### config.mk
export PLATFORM = sky130hd
export DESIGN_NAME = crc_framed_serial_command_link_core_flat
export DESIGN_NICKNAME = d
export VERILOG_FILES = /design/src/rtl/cfsl_pkg.sv /design/src/rtl/cfsl_if.sv /design/src/rtl/cfsl_regs.sv /design/src/rtl/cfsl_frame.sv /design/src/rtl/cfsl_engine.sv /design/src/rtl/crc_framed_serial_command_link_core.sv /design/src/flat_wrapper.sv
export SDC_FILE = /design/constraint.sdc
export NUM_CORES = 1
export LEC_CHECK = 0
export BUFFER_PORTS_ARGS = -buffer_cell sky130_fd_sc_hd__buf_2
export CAP_MARGIN = 5
export CORE_ASPECT_RATIO = 0.9
export CORE_UTILIZATION = 40
export CTS_CLUSTER_SIZE = 8
export DETAILED_ROUTE_END_ITERATION = 16
export GPL_ROUTABILITY_DRIVEN = 0
export SYNTH_ARGS = -nofsm -noshare
export SYNTH_HDL_FRONTEND = slang
export SYNTH_HIERARCHICAL = 1
export SYNTH_SLANG_ARGS = --single-unit
export TNS_END_PERCENT = 20
### constraint.sdc
create_clock -name clk -period 7.2 [get_ports clk]
set_input_delay 0.72 -clock clk [delete_from_list [all_inputs] [get_ports clk]]
set_output_delay 0.72 -clock clk [all_outputs]
set_load 0.01 [all_outputs]
### src/rtl/cfsl_pkg.sv
// ----------------------------------------------------------------------------
// cfsl_pkg
// Shared types, codes and the frame CRC for the serial command link master.
// ----------------------------------------------------------------------------
package cfsl_pkg;

	localparam int FRAME_BITS = 64;
	localparam int RESP_BITS  = 32;
	localparam int COUNT_W    = 7;

	localparam logic [15:0] CRC_POLY = 16'h8005;
	localparam logic [15:0] CRC_INIT = 16'hFFFF;

	// Register indexes of the configuration port.
	localparam logic REG_HEADER_FIRST  = 1'b0;
	localparam logic REG_HEADER_SECOND = 1'b1;

	// Input word modes.
	localparam logic MODE_START  = 1'b0;
	localparam logic MODE_SAMPLE = 1'b1;

	typedef enum logic [2:0] {
		PH_IDLE  = 3'd0,
		PH_TX_HI = 3'd1,
		PH_TX_LO = 3'd2,
		PH_RX_HI = 3'd3,
		PH_RX_LO = 3'd4
	} phase_t;

	typedef struct packed {
		logic [7:0] header_first;
		logic [7:0] header_second;
	} cfg_t;

	// One word as it enters the handshake engine, with its frame built.
	typedef struct packed {
		logic                  mode;
		logic                  ack_level;
		logic                  data_level;
		logic [FRAME_BITS-1:0] frame;
	} item_t;

	// CRC over the six leading frame bytes, taken as three little-endian
	// 16-bit words fed MSB first. The loop is a fixed XOR network.
	function automatic logic [15:0] crc_of_head(input logic [47:0] head);
		logic [47:0] stream;
		logic [15:0] crc;
		logic        top;
		stream = {head[39:32], head[47:40], head[23:16], head[31:24],
			head[7:0], head[15:8]};
		crc = CRC_INIT;
		for (int i = 47; i >= 0; i--) begin
			top = crc[15];
			crc = {crc[14:0], stream[i]};
			if (top) begin
				crc = crc ^ CRC_POLY;
			end
		end
		return crc;
	endfunction

endpackage

### src/rtl/cfsl_if.sv
// ----------------------------------------------------------------------------
// cfsl_in_if / cfsl_out_if
// Valid/ready channels for command and sample words, and for result words.
// ----------------------------------------------------------------------------
interface cfsl_in_if;
	logic        valid;
	logic        ready;
	logic        mode;
	logic [31:0] command_word;
	logic        ack_level;
	logic        data_level;

	modport source (output valid, mode, command_word, ack_level, data_level,
		input ready);
	modport sink (input valid, mode, command_word, ack_level, data_level,
		output ready);
endinterface

interface cfsl_out_if;
	logic        valid;
	logic        ready;
	logic        strobe_line;
	logic        send_line;
	logic [31:0] response_word;
	logic        response_valid;
	logic        busy_res;
	logic        start_rejected;

	modport source (output valid, strobe_line, send_line, response_word,
		response_valid, busy_res, start_rejected, input ready);
	modport sink (input valid, strobe_line, send_line, response_word,
		response_valid, busy_res, start_rejected, output ready);
endinterface

### src/rtl/cfsl_regs.sv
// ----------------------------------------------------------------------------
// cfsl_regs
// APB-style register file holding the two frame header bytes.
// ----------------------------------------------------------------------------
module cfsl_regs (
	input  logic               clk,
	input  logic               arst_n,
	input  logic               psel,
	input  logic               penable,
	input  logic               pwrite,
	input  logic [2:0]         paddr,
	input  logic [31:0]        pwdata,
	output logic [31:0]        prdata,
	output logic               pready,
	output cfsl_pkg::cfg_t     cfg
);
	import cfsl_pkg::*;

	cfg_t cfg_q;
	logic wr_en;

	assign pready = 1'b1;
	assign wr_en  = psel & penable & pwrite;

	always_ff @(posedge clk or negedge arst_n) begin
		if (!arst_n) begin
			cfg_q <= '0;
		end else if (wr_en) begin
			case (paddr[2])
				REG_HEADER_FIRST:  cfg_q.header_first  <= pwdata[7:0];
				REG_HEADER_SECOND: cfg_q.header_second <= pwdata[7:0];
				default: ;
			endcase
		end
	end

	always_comb begin
		case (paddr[2])
			REG_HEADER_FIRST:  prdata = {24'd0, cfg_q.header_first};
			REG_HEADER_SECOND: prdata = {24'd0, cfg_q.header_second};
			default:           prdata = '0;
		endcase
	end

	assign cfg = cfg_q;

endmodule

### src/rtl/cfsl_frame.sv
// ----------------------------------------------------------------------------
// cfsl_frame
// Input register and frame build stage: header, command and CRC.
// ----------------------------------------------------------------------------
module cfsl_frame (
	input  logic               clk,
	input  logic               arst_n,
	cfsl_in_if.sink            cmd_in,
	input  cfsl_pkg::cfg_t     cfg,
	input  logic               advance,
	output logic               item_valid,
	output cfsl_pkg::item_t    item
);
	import cfsl_pkg::*;

	logic        valid_s1;
	logic        mode_s1;
	logic [31:0] cmd_s1;
	logic        ack_s1;
	logic        dat_s1;

	logic        valid_s2;
	item_t       item_s2;

	logic [47:0] head;
	logic [15:0] crc;

	assign cmd_in.ready = advance;

	always_ff @(posedge clk or negedge arst_n) begin
		if (!arst_n) begin
			valid_s1 <= 1'b0;
			valid_s2 <= 1'b0;
		end else if (advance) begin
			valid_s1 <= cmd_in.valid;
			valid_s2 <= valid_s1;
		end
	end

	always_ff @(posedge clk) begin
		if (advance) begin
			mode_s1 <= cmd_in.mode;
			cmd_s1  <= cmd_in.command_word;
			ack_s1  <= cmd_in.ack_level;
			dat_s1  <= cmd_in.data_level;
		end
	end

	// Headers read here; the user must keep them stable while words are in flight.
	assign head = {cfg.header_first, cfg.header_second, cmd_s1};
	assign crc  = crc_of_head(head);

	always_ff @(posedge clk) begin
		if (advance) begin
			item_s2.mode       <= mode_s1;
			item_s2.ack_level  <= ack_s1;
			item_s2.data_level <= dat_s1;
			item_s2.frame      <= {head, crc};
		end
	end

	assign item_valid = valid_s2;
	assign item       = item_s2;

endmodule

### src/rtl/cfsl_engine.sv
// ----------------------------------------------------------------------------
// cfsl_engine
// Handshake sequencer for the serial link and the result register.
// ----------------------------------------------------------------------------
module cfsl_engine (
	input  logic               clk,
	input  logic               arst_n,
	input  logic               item_valid,
	input  cfsl_pkg::item_t    item,
	output logic               advance,
	cfsl_out_if.source         res_out
);
	import cfsl_pkg::*;

	phase_t                phase_q, phase_d;
	logic [FRAME_BITS-1:0] frame_q, frame_d;
	logic [COUNT_W-1:0]    bits_q, bits_d;
	logic [RESP_BITS-1:0]  resp_q, resp_d;
	logic                  strobe_q, strobe_d;
	logic                  data_q, data_d;

	logic                  busy;
	logic                  step;
	logic [COUNT_W-1:0]    bits_dec;
	logic [RESP_BITS-1:0]  resp_shifted;
	logic [FRAME_BITS-1:0] frame_shifted;
	logic                  done_valid;
	logic                  rejected;
	logic [RESP_BITS-1:0]  done_word;

	logic                  out_valid_q;
	logic                  strobe_line_q;
	logic                  send_line_q;
	logic [RESP_BITS-1:0]  response_word_q;
	logic                  response_valid_q;
	logic                  busy_res_q;
	logic                  start_rejected_q;

	assign advance       = !out_valid_q || res_out.ready;
	assign step          = item_valid && advance;
	assign busy          = (phase_q != PH_IDLE);
	assign bits_dec      = bits_q - COUNT_W'(1);
	assign resp_shifted  = {resp_q[RESP_BITS-2:0], item.data_level};
	assign frame_shifted = {frame_q[FRAME_BITS-2:0], 1'b0};

	// Next phase.
	always_comb begin
		phase_d = phase_q;
		if (item.mode == MODE_START) begin
			if (!busy) begin
				phase_d = PH_TX_HI;
			end
		end else begin
			case (phase_q)
				PH_TX_HI: if (item.ack_level) phase_d = PH_TX_LO;
				PH_TX_LO: begin
					if (!item.ack_level) begin
						phase_d = (bits_dec != '0) ? PH_TX_HI : PH_RX_HI;
					end
				end
				PH_RX_HI: if (item.ack_level) phase_d = PH_RX_LO;
				PH_RX_LO: begin
					if (!item.ack_level) begin
						phase_d = (bits_dec != '0) ? PH_RX_HI : PH_IDLE;
					end
				end
				default: phase_d = PH_IDLE;
			endcase
		end
	end

	// Datapath and result fields.
	always_comb begin
		frame_d    = frame_q;
		bits_d     = bits_q;
		resp_d     = resp_q;
		strobe_d   = strobe_q;
		data_d     = data_q;
		done_valid = 1'b0;
		done_word  = '0;
		rejected   = 1'b0;
		if (item.mode == MODE_START) begin
			if (busy) begin
				rejected = 1'b1;
			end else begin
				frame_d  = item.frame;
				bits_d   = COUNT_W'(FRAME_BITS);
				resp_d   = '0;
				strobe_d = 1'b1;
				data_d   = item.frame[FRAME_BITS-1];
			end
		end else begin
			case (phase_q)
				PH_TX_HI: if (item.ack_level) strobe_d = 1'b0;
				PH_TX_LO: begin
					if (!item.ack_level) begin
						frame_d = frame_shifted;
						if (bits_dec != '0) begin
							bits_d   = bits_dec;
							strobe_d = 1'b1;
							data_d   = frame_shifted[FRAME_BITS-1];
						end else begin
							bits_d = COUNT_W'(RESP_BITS);
						end
					end
				end
				PH_RX_HI: if (item.ack_level) strobe_d = 1'b1;
				PH_RX_LO: begin
					if (!item.ack_level) begin
						resp_d   = resp_shifted;
						strobe_d = 1'b0;
						bits_d   = bits_dec;
						if (bits_dec == '0) begin
							done_valid = 1'b1;
							done_word  = resp_shifted;
						end
					end
				end
				default: ;
			endcase
		end
	end

	always_ff @(posedge clk or negedge arst_n) begin
		if (!arst_n) begin
			phase_q  <= PH_IDLE;
			frame_q  <= '0;
			bits_q   <= '0;
			resp_q   <= '0;
			strobe_q <= 1'b0;
			data_q   <= 1'b0;
		end else if (step) begin
			phase_q  <= phase_d;
			frame_q  <= frame_d;
			bits_q   <= bits_d;
			resp_q   <= resp_d;
			strobe_q <= strobe_d;
			data_q   <= data_d;
		end
	end

	always_ff @(posedge clk or negedge arst_n) begin
		if (!arst_n) begin
			out_valid_q <= 1'b0;
		end else if (advance) begin
			out_valid_q <= item_valid;
		end
	end

	always_ff @(posedge clk) begin
		if (step) begin
			strobe_line_q    <= strobe_d;
			send_line_q      <= data_d;
			response_word_q  <= done_word;
			response_valid_q <= done_valid;
			busy_res_q       <= (phase_d != PH_IDLE);
			start_rejected_q <= rejected;
		end
	end

	assign res_out.valid          = out_valid_q;
	assign res_out.strobe_line    = strobe_line_q;
	assign res_out.send_line      = send_line_q;
	assign res_out.response_word  = response_word_q;
	assign res_out.response_valid = response_valid_q;
	assign res_out.busy_res       = busy_res_q;
	assign res_out.start_rejected = start_rejected_q;

endmodule

### src/rtl/crc_framed_serial_command_link_core.sv
// ----------------------------------------------------------------------------
// crc_framed_serial_command_link_core
// Master side of a two-wire strobe/ack command link with a CRC-framed command.
// ----------------------------------------------------------------------------
// Every input word gives exactly one result word, and one word is taken per
// clock unless the result stalls. Each word passes an input register, a
// frame stage that builds the 8-byte frame (two header bytes, the command
// big-endian and a CRC-16 with polynomial 0x8005, init 0xFFFF, over the six
// leading bytes as little-endian words) and the handshake sequencer that
// writes the result register. The three stages stall together when the
// result is not taken. A start word (mode 0) loads the frame and drives its
// first bit; sample words (mode 1) each carry one look at the partner's ack
// and data lines and advance the handshake by at most one phase: 64 frame
// bits out, then 32 response bits in, MSB first. The response shows on the
// word that samples its last bit, with response_valid set; a start while an
// exchange is still in progress is dropped and flagged in start_rejected.
// The header bytes sit at byte addresses 0 and 4 of the APB port; the user must
// write them only while no word is in flight; the block does not enforce it.
// ----------------------------------------------------------------------------
module crc_framed_serial_command_link_core (
	input  logic        clk,
	input  logic        arst_n,
	cfsl_in_if.sink     cmd_in,
	cfsl_out_if.source  res_out,
	input  logic        psel,
	input  logic        penable,
	input  logic        pwrite,
	input  logic [2:0]  paddr,
	input  logic [31:0] pwdata,
	output logic [31:0] prdata,
	output logic        pready
);
	import cfsl_pkg::*;

	cfg_t  cfg;
	logic  advance;
	logic  item_valid;
	item_t item;

	// Header registers; they feed the frame stage directly.
	cfsl_regs u_regs (
		.clk     (clk),
		.arst_n  (arst_n),
		.psel    (psel),
		.penable (penable),
		.pwrite  (pwrite),
		.paddr   (paddr),
		.pwdata  (pwdata),
		.prdata  (prdata),
		.pready  (pready),
		.cfg     (cfg)
	);

	// Input register and frame build with the CRC.
	cfsl_frame u_frame (
		.clk        (clk),
		.arst_n     (arst_n),
		.cmd_in     (cmd_in),
		.cfg        (cfg),
		.advance    (advance),
		.item_valid (item_valid),
		.item       (item)
	);

	// Handshake sequencer; it also decides when the pipeline moves.
	cfsl_engine u_engine (
		.clk        (clk),
		.arst_n     (arst_n),
		.item_valid (item_valid),
		.item       (item),
		.advance    (advance),
		.res_out    (res_out)
	);

endmodule

### src/flat_wrapper.sv
// flat-port wrapper written by rule: the top's interface ports become plain ports
module crc_framed_serial_command_link_core_flat import cfsl_pkg::*;
  (clk, arst_n, psel, penable, pwrite, paddr, pwdata, prdata, pready, cmd_in_valid, cmd_in_mode, cmd_in_command_word, cmd_in_ack_level, cmd_in_data_level, cmd_in_ready, res_out_valid, res_out_strobe_line, res_out_send_line, res_out_response_word, res_out_response_valid, res_out_busy_res, res_out_start_rejected, res_out_ready);
  cfsl_in_if cmd_in_i ();
  cfsl_out_if res_out_i ();
  input  logic clk;
  input  logic arst_n;
  input  logic psel;
  input  logic penable;
  input  logic pwrite;
  input  logic [2:0] paddr;
  input  logic [31:0] pwdata;
  output logic [31:0] prdata;
  output logic pready;
  input wire logic [$bits(cmd_in_i.valid)-1:0] cmd_in_valid;
  input wire logic [$bits(cmd_in_i.mode)-1:0] cmd_in_mode;
  input wire logic [$bits(cmd_in_i.command_word)-1:0] cmd_in_command_word;
  input wire logic [$bits(cmd_in_i.ack_level)-1:0] cmd_in_ack_level;
  input wire logic [$bits(cmd_in_i.data_level)-1:0] cmd_in_data_level;
  output wire logic [$bits(cmd_in_i.ready)-1:0] cmd_in_ready;
  output wire logic [$bits(res_out_i.valid)-1:0] res_out_valid;
  output wire logic [$bits(res_out_i.strobe_line)-1:0] res_out_strobe_line;
  output wire logic [$bits(res_out_i.send_line)-1:0] res_out_send_line;
  output wire logic [$bits(res_out_i.response_word)-1:0] res_out_response_word;
  output wire logic [$bits(res_out_i.response_valid)-1:0] res_out_response_valid;
  output wire logic [$bits(res_out_i.busy_res)-1:0] res_out_busy_res;
  output wire logic [$bits(res_out_i.start_rejected)-1:0] res_out_start_rejected;
  input wire logic [$bits(res_out_i.ready)-1:0] res_out_ready;
  assign cmd_in_i.valid = cmd_in_valid;
  assign cmd_in_i.mode = cmd_in_mode;
  assign cmd_in_i.command_word = cmd_in_command_word;
  assign cmd_in_i.ack_level = cmd_in_ack_level;
  assign cmd_in_i.data_level = cmd_in_data_level;
  assign cmd_in_ready = cmd_in_i.ready;
  assign res_out_valid = res_out_i.valid;
  assign res_out_strobe_line = res_out_i.strobe_line;
  assign res_out_send_line = res_out_i.send_line;
  assign res_out_response_word = res_out_i.response_word;
  assign res_out_response_valid = res_out_i.response_valid;
  assign res_out_busy_res = res_out_i.busy_res;
  assign res_out_start_rejected = res_out_i.start_rejected;
  assign res_out_i.ready = res_out_ready;
  crc_framed_serial_command_link_core u_core (.clk(clk), .arst_n(arst_n), .cmd_in(cmd_in_i), .res_out(res_out_i), .psel(psel), .penable(penable), .pwrite(pwrite), .paddr(paddr), .pwdata(pwdata), .prdata(prdata), .pready(pready));
endmodule
==> run_results.csv, run 1 <==
group,metric,value,unit
yosys,synthDistinctLibCells,60,
critical_path,critPathTopFamily,"compound AO/OA/AOI/OAI gates",
yosys,ys_ff_latch,264,
finish,fin_nets,976,
clock_tree,cts_resized,0,
timing,hold_ws,171,ps
critical_path,cp.arrival,3570,ps
finish,final_core_util,47.2,%
critical_path,slowest_stage,"a21oi_4",
clock_tree,clk-insertion-delay-late,520,ps
critical_path,worst-r2r-cell-count,5,
global_route,antenna_found_initial,0,
yosys,synthFlopType,"edfxtp_1",
timing,fin_ws,4020,ps
floorplan,die_w,184,µm
yosys,synthTopCellsByArea,"edfxtp_1 35%, dfrtp_1 26%, mux2_2 8.7%",
routing,wire_per_inst,17.1,µm
yosys,synth_top_area_share,35.0,%
place,post-place-ws,3770,ps
clock_tree,cts_buffers,39,
job,drv_cap,0,
timing,tightestPinTransition,1060,ps
finish,final_common_cell,"edfxtp_1",
yosys,syn-instance-count,788,
power_and_ir_drop,switching_share,30.2,%
timing,slew_violations,0,
clock_tree,ctsHtreeMaxLevel,2,
worst_hold_path,hold_path.class,"input port to asynchronous set/reset pin",
finish,areaGrowthSynthToFinish,15.3,%
critical_path,critPathBufInv,1,
timing,slew_headroom,29.4,%
timing,finalHoldViolations,0,
clock_tree,cts-root-buf,"clkbuf_16",
place,post_dp_cell_area,12600,µm²
status,status,"completed",
yosys,syn_area,11900,µm²
critical_path,r2r_slack,4020,ps
critical_path,worst-path-max-fanout,22,
place,portBuffers,97,
clock_tree,clockBufferDepth,3,
routing,routed_wl,22.6,mm
floorplan,die_y,166,µm
clock_tree,holdBufCountCts,0,
power_and_ir_drop,p_comb_share,31.9,%
clock_tree,cts_sinks,264,
timing,period_share,44.2,%
critical_path,critPathCaptureType,"flip-flop",
floorplan,initial_utilization,40.9,%
yosys,seq_area_frac_synth,61.2,%
critical_path,cp.required,7580,ps
global_route,grt_max_degree,68,
power_and_ir_drop,seqPwrFrac,40.8,%
critical_path,timing.rr.end,"u_core/u_engine/frame_q[47]",
clock_tree,clk_pin_slew_worst_paths,50,ps
timing,fin_crit,3180,ps
yosys,synth_edf_count,139,
routing,routed_via_density,4.72,
floorplan,rows,59,
floorplan,io_pins,149,
power_and_ir_drop,power.leakage,5.56,nW
routing,drc,0,
power_and_ir_drop,p_int,0.00429,W
yosys,avgSynthCellArea,15.1,µm²
routing,vias,6243,
global_route,first_global_vias,6435,
timing,rsz0062_at_grt,"false",
power_and_ir_drop,power_density,447,nW/µm²
timing,tns,0,ps
timing,finalClockSkew,27.6,ps
place,dp_hpwl,13.9,mm
power_and_ir_drop,ir_drop,0.326,mV
yosys,synth_async_sr_flop_share,47.3,%
global_route,grtUsageTotal,15.4,%
routing,drt-initial-drc-count,261,
routing,postRouteAntennaNets,0,
yosys,yosysTopAreaCell,"edfxtp_1",
critical_path,crit_chain,"nor3_2 > nand2b_1 > a21oi_4 > buf_4 > mux2_2",
finish,final_cell_mix,"139 x edfxtp_1, 125 x dfrtp_1, 96 x buf_2",
floorplan,die_area,30500,µm²
global_route,grt_overflow,0,
critical_path,cp-start-kind,"flip-flop",
yosys,yosysWarnings,6,
routing,dr.pass1.iters,4,
critical_path,r2r-start,"u_core/u_engine/phase_q[0]",
timing,max_freq,314,MHz
floorplan,core,29200,µm²
critical_path,crit_type,"flip-flop to flip-flop",
power_and_ir_drop,p_clk_share,27.2,%
timing,final-setup-viol-count,0,
critical_path,critPathMaxStageDelay,870,ps
finish,n_antenna_cell,0,
clock_tree,cts_tree,"done",
global_route,grt_pass1_wl,36.2,mm
finish,drive_gt1_share,34.3,%
finish,final_area,13800,µm²
power_and_ir_drop,p_sw,0.00186,W
clock_tree,post_cts_buffers,0,
## logic make-up after synthesis
logic type,count (synthesis),synth area share [%]
other,2,0.0629
AND/OR/NAND/NOR,117,5.29
flip-flops,264,61.2
multiplexers,184,18.9
XOR/XNOR,79,6.57
adder cells (fa/ha/maj),2,0.210
buffers and inverters,101,5.20
AO/OA/AOI/OAI,39,2.59
## power groups by stage
stage / clock, W / combinational [W] / sequential [W]
2_1_floorplan: 0 / 0.00162 / 0.00244
3_3_place_gp: 0 / 0.00193 / 0.00252
3_5_place_dp: 0 / 0.00197 / 0.00253
4_1_cts: 0.00172 / 0.00197 / 0.00251
5_1_grt: 0.00179 / 0.00211 / 0.00257
6_report: 0.00167 / 0.00196 / 0.00251
## worst max path at each step
stage | slack [ps] | depth (start not counted) | from | to
2_1_floorplan | 1010 | 7 | res_out_ready | u_core/u_engine/phase_q[0]
3_3_place_gp | 3800 | 6 | res_out_ready | u_core/u_engine/frame_q[47]
3_5_place_dp | 3770 | 6 | res_out_ready | u_core/u_engine/frame_q[47]
4_1_cts | 3980 | 5 | u_core/u_engine/phase_q[0] | u_core/u_engine/frame_q[47]
5_1_grt | 3880 | 5 | u_core/u_engine/phase_q[0] | u_core/u_engine/frame_q[47]
6_report | 4020 | 5 | u_core/u_engine/phase_q[0] | u_core/u_engine/frame_q[47]
## sequential cells by signal, indices dropped and copies added (netlist names)
register and cells:
u_core/u_frame/cmd_s1 32, u_core/u_frame/ack_s1 1, u_core/u_frame/valid_s1 1, u_core/u_engine/res_out.response_word 32
u_core/u_engine/res_out.response_valid 1, u_core/u_engine/res_out.send_line 1, u_core/u_engine/res_out.start_rejected 1, u_core/u_engine/res_out.strobe_line 1
u_core/u_engine/strobe_q 1, u_core/u_frame/item_valid 1, u_core/u_engine/bits_q 7, u_core/u_frame/dat_s1 1
u_core/u_frame/item 67, u_core/u_engine/res_out.valid 1, u_core/u_engine/phase_q 3, u_core/u_regs/cfg 16
u_core/u_frame/mode_s1 1, u_core/u_engine/res_out.busy_res 1, u_core/u_engine/data_q 1, u_core/u_engine/frame_q 63
u_core/u_engine/resp_q 31
## through the flow
stage	cells	total power, W
2_1_floorplan	811	0.00405
5_1_grt	1322	0.00647
6_report	1322	0.00614
3_5_place_dp	1252	0.00449
3_3_place_gp	1252	0.00445
4_1_cts	1322	0.00620
## per-layer routing
metal / share of wire (%) / track usage (%) / vias to the layer above
met5: 0 / 0 / -
met4: 2.4 / 5.00 / 0
met3: 3.9 / 2.81 / 43
met2: 43 / 22.4 / 130
met1: 51 / 23.0 / 3079
li1: - / - / 2991
## synth_stat cells (all sizes together) (3+ instances only)
cell    instances
mux2          152
edfxtp        139
dfrtp         125
xnor2          63
buf            46
nand2          40
inv            37
nor3           34
mux2i          32
clkbuf         18
nor2           12
xor2           11
nand2b          6
a21oi           5
nand3           5
xnor3           5
a21o            4
o21ai           4
o31ai           4
a31oi           3
nand3b          3
nor2b           3
o41ai           3
## area by class of cell
class	instances	area (µm²)
inverter	37	139
tap	396	495
multi-input combinational	446	4110
timing repair buffer	109	578
fill	2583	15400
sequential	264	7300
clock inverter	3	33.8
clock buffer	67	1100
No activity file was read; power rests on OpenSTA's default activity.
==> run 2: changes to the inputs <==
- ABC_AREA: unset -> 1
- clock period: 7.2 -> 3.32 ns (I/O delays scaled with it)
==> run_results.csv, run 2 <==
group,metric,value,unit
critical_path,worst-r2r-cell-count,48,
timing,fin_crit,5010,ps
critical_path,crit_top_cell,"nand2_4",
clock_tree,ctsHtreeMaxLevel,2,
yosys,seq_area_frac_synth,61.3,%
routing,routed_via_density,4.81,
finish,final_cell_mix,"238 x nand2_1, 139 x edfxtp_1, 123 x dfrtp_1",
place,dp_hpwl,16.2,mm
place,post_dp_cell_area,13300,µm²
critical_path,cp-start-kind,"flip-flop",
yosys,ys_ff_latch,264,
routing,wire_per_inst,14.4,µm
yosys,synthTopCellsByArea,"edfxtp_1 35%, dfrtp_1 26%, nand2_1 7.8%",
routing,vias,8800,
clock_tree,cts-root-buf,"clkbuf_16",
floorplan,die_y,166,µm
worst_hold_path,hold_path.class,"input port to flip-flop",
worst_hold_path,min_path_cells,1,
floorplan,initial_utilization,41.0,%
clock_tree,cts_buffers,38,
timing,finalHoldViolations,0,
clock_tree,cts_sinks,264,
finish,n_antenna_cell,0,
finish,final_common_cell,"nand2_1",
timing,tightestPinTransition,743,ps
critical_path,crit_type,"flip-flop to flip-flop",
timing,final-setup-viol-count,14,
floorplan,die_area,30500,µm²
clock_tree,clk-insertion-delay-late,510,ps
yosys,synthFlopType,"edfxtp_1",
critical_path,worst-path-max-fanout,4,
global_route,antenna_found_initial,0,
yosys,yosysWarnings,6,
yosys,yosysTopAreaCell,"edfxtp_1",
global_route,grt_max_degree,109,
timing,period_share,151,%
floorplan,rows,59,
routing,drt-initial-drc-count,558,
finish,areaGrowthSynthToFinish,31.2,%
finish,largest_reg_flops,67,
routing,dr.pass1.iters,7,
yosys,syn-instance-count,1166,
yosys,synthDistinctLibCells,32,
clock_tree,clk_pin_slew_worst_paths,50,ps
yosys,synth_edf_count,139,
status,failed_checks,"negative setup slack",
finish,fin_nets,1483,
global_route,first_global_vias,8460,
yosys,synth_top_area_share,35.0,%
yosys,yosysMostFrequentCell,"nand2_1",
status,status,"finished with violations",
critical_path,critPathCaptureType,"flip-flop",
critical_path,slowest_stage,"dfrtp_1",
clock_tree,clockBufferDepth,3,
global_route,grt_pass1_wl,42.2,mm
routing,postRouteAntennaNets,0,
job,drv_cap,0,
routing,routed_wl,26.4,mm
timing,fin_ws,-1690,ps
global_route,grt_overflow,0,
yosys,synth_fa_ha_area_share,0.210,%
global_route,grtUsageTotal,17.2,%
finish,drive_gt1_share,26.6,%
routing,drc,0,
critical_path,r2r_slack,-1690,ps
critical_path,cp.arrival,5270,ps
yosys,synth_commonest_cells,"247 x nand2_1, 139 x edfxtp_1, 125 x dfrtp_1, 119 x nand3_1, 109 x nor2_1",
timing,rsz0062_at_grt,"true",
timing,finalClockSkew,21.6,ps
yosys,synth_compound_area_share,5.86,%
floorplan,io_pins,149,
yosys,synth_xor_area_share,4.69,%
critical_path,cp.required,3580,ps
yosys,syn_area,11900,µm²
finish,final_core_util,53.8,%
yosys,synth_top_family_by_area,"simple AND/OR/NAND/NOR gates",
timing,slew_headroom,50.5,%
clock_tree,cts_tree,"done",
floorplan,core,29100,µm²
critical_path,critPathMaxStageDelay,440,ps
timing,max_freq,200,MHz
yosys,synth_async_sr_flop_share,47.3,%
yosys,avgSynthCellArea,10.2,µm²
finish,final_area,15600,µm²
timing,slew_violations,0,
yosys,synthSimpleGateAreaFrac,21.5,%
floorplan,die_w,184,µm
yosys,synth_mux_area_share,0,%
place,portBuffers,97,
-- run 2: what timing repair did --
| item | in CTS | in global routing |
|---|---|---|
| setup buffers | 6 | 15 |
| gates resized for setup | 38 | 86 |
| hold buffers | 35 | 0 |
| pin swaps | 15 | 48 |
| hold endpoints to repair | 69 | 0 |
| setup endpoints to repair | 14 | 16 |
-- run 2: cell families (layout without fill, tap and decap cells) --
kind of cell             Yosys count  in the layout
AND/OR/NAND/NOR                  548            548
other                              2             25
XOR/XNOR                          63             63
flip-flops                       264            264
adder cells (fa/ha/maj)            2              2
AO/OA/AOI/OAI                    120            120
buffers and inverters            167            410
-- run 2: layout make-up --
cell class / count / area (µm²)
Clock inverter: 1 / 8.76
Inverter: 97 / 364
Fill cell: 2580 / 13500
Tap cell: 396 / 495
Clock buffer: 67 / 1080
Sequential cell: 264 / 7300
Multi-Input combinational cell: 758 / 4650
Timing Repair Buffer: 245 / 1730
-- run 2: critical path: cells and delay by family (launching register included) --
kind	cells	cell delay [ps]
buf+inv	1	110
flops	1	440
simple gates	47	4180
-- run 2: routing by layer --
layer / part of all wire, % / vias to the layer above / GRT usage [%]
met3: 4.8 / 58 / 3.27
met1: 46 / 4180 / 23.3
met2: 46 / 228 / 27.7
met4: 2.7 / 0 / 5.72
met5: 0 / - / 0
li1: - / 4334 / -
-- run 2: through the flow --
stage                     TNS, ps  hold slack (ps)  worst slack, ps  instances
after global placement     -11000              346            -1250       1704
after global routing       -19660             19.0            -1960       1828
after floorplan             -9180             36.4            -1160       1189
after detailed placement   -13810              350            -1500       1704
after CTS                  -13180             9.35            -1430       1813
final                      -16260             28.9            -1690       1828
-- run 2: path summary, 6_finish.rpt --
| check | startpoint | to |
|---|---|---|
| max | u_core/u_regs/cfg[6] | u_core/u_frame/item[15] |
| min | cmd_in_data_level | u_core/u_frame/dat_s1 |
| max reg2reg | u_core/u_regs/cfg[6] | u_core/u_frame/item[15] |
| min reg2reg | u_core/u_frame/dat_s1 | u_core/u_frame/item[64] |
| max in group asynchronous | arst_n | u_core/u_engine/resp_q[23] |
| min in group asynchronous | arst_n | u_core/u_engine/frame_q[20] |
Power of run 2 is not shown: default switching activity piles up to over one toggle a cycle in this logic, so the estimate is an artifact.
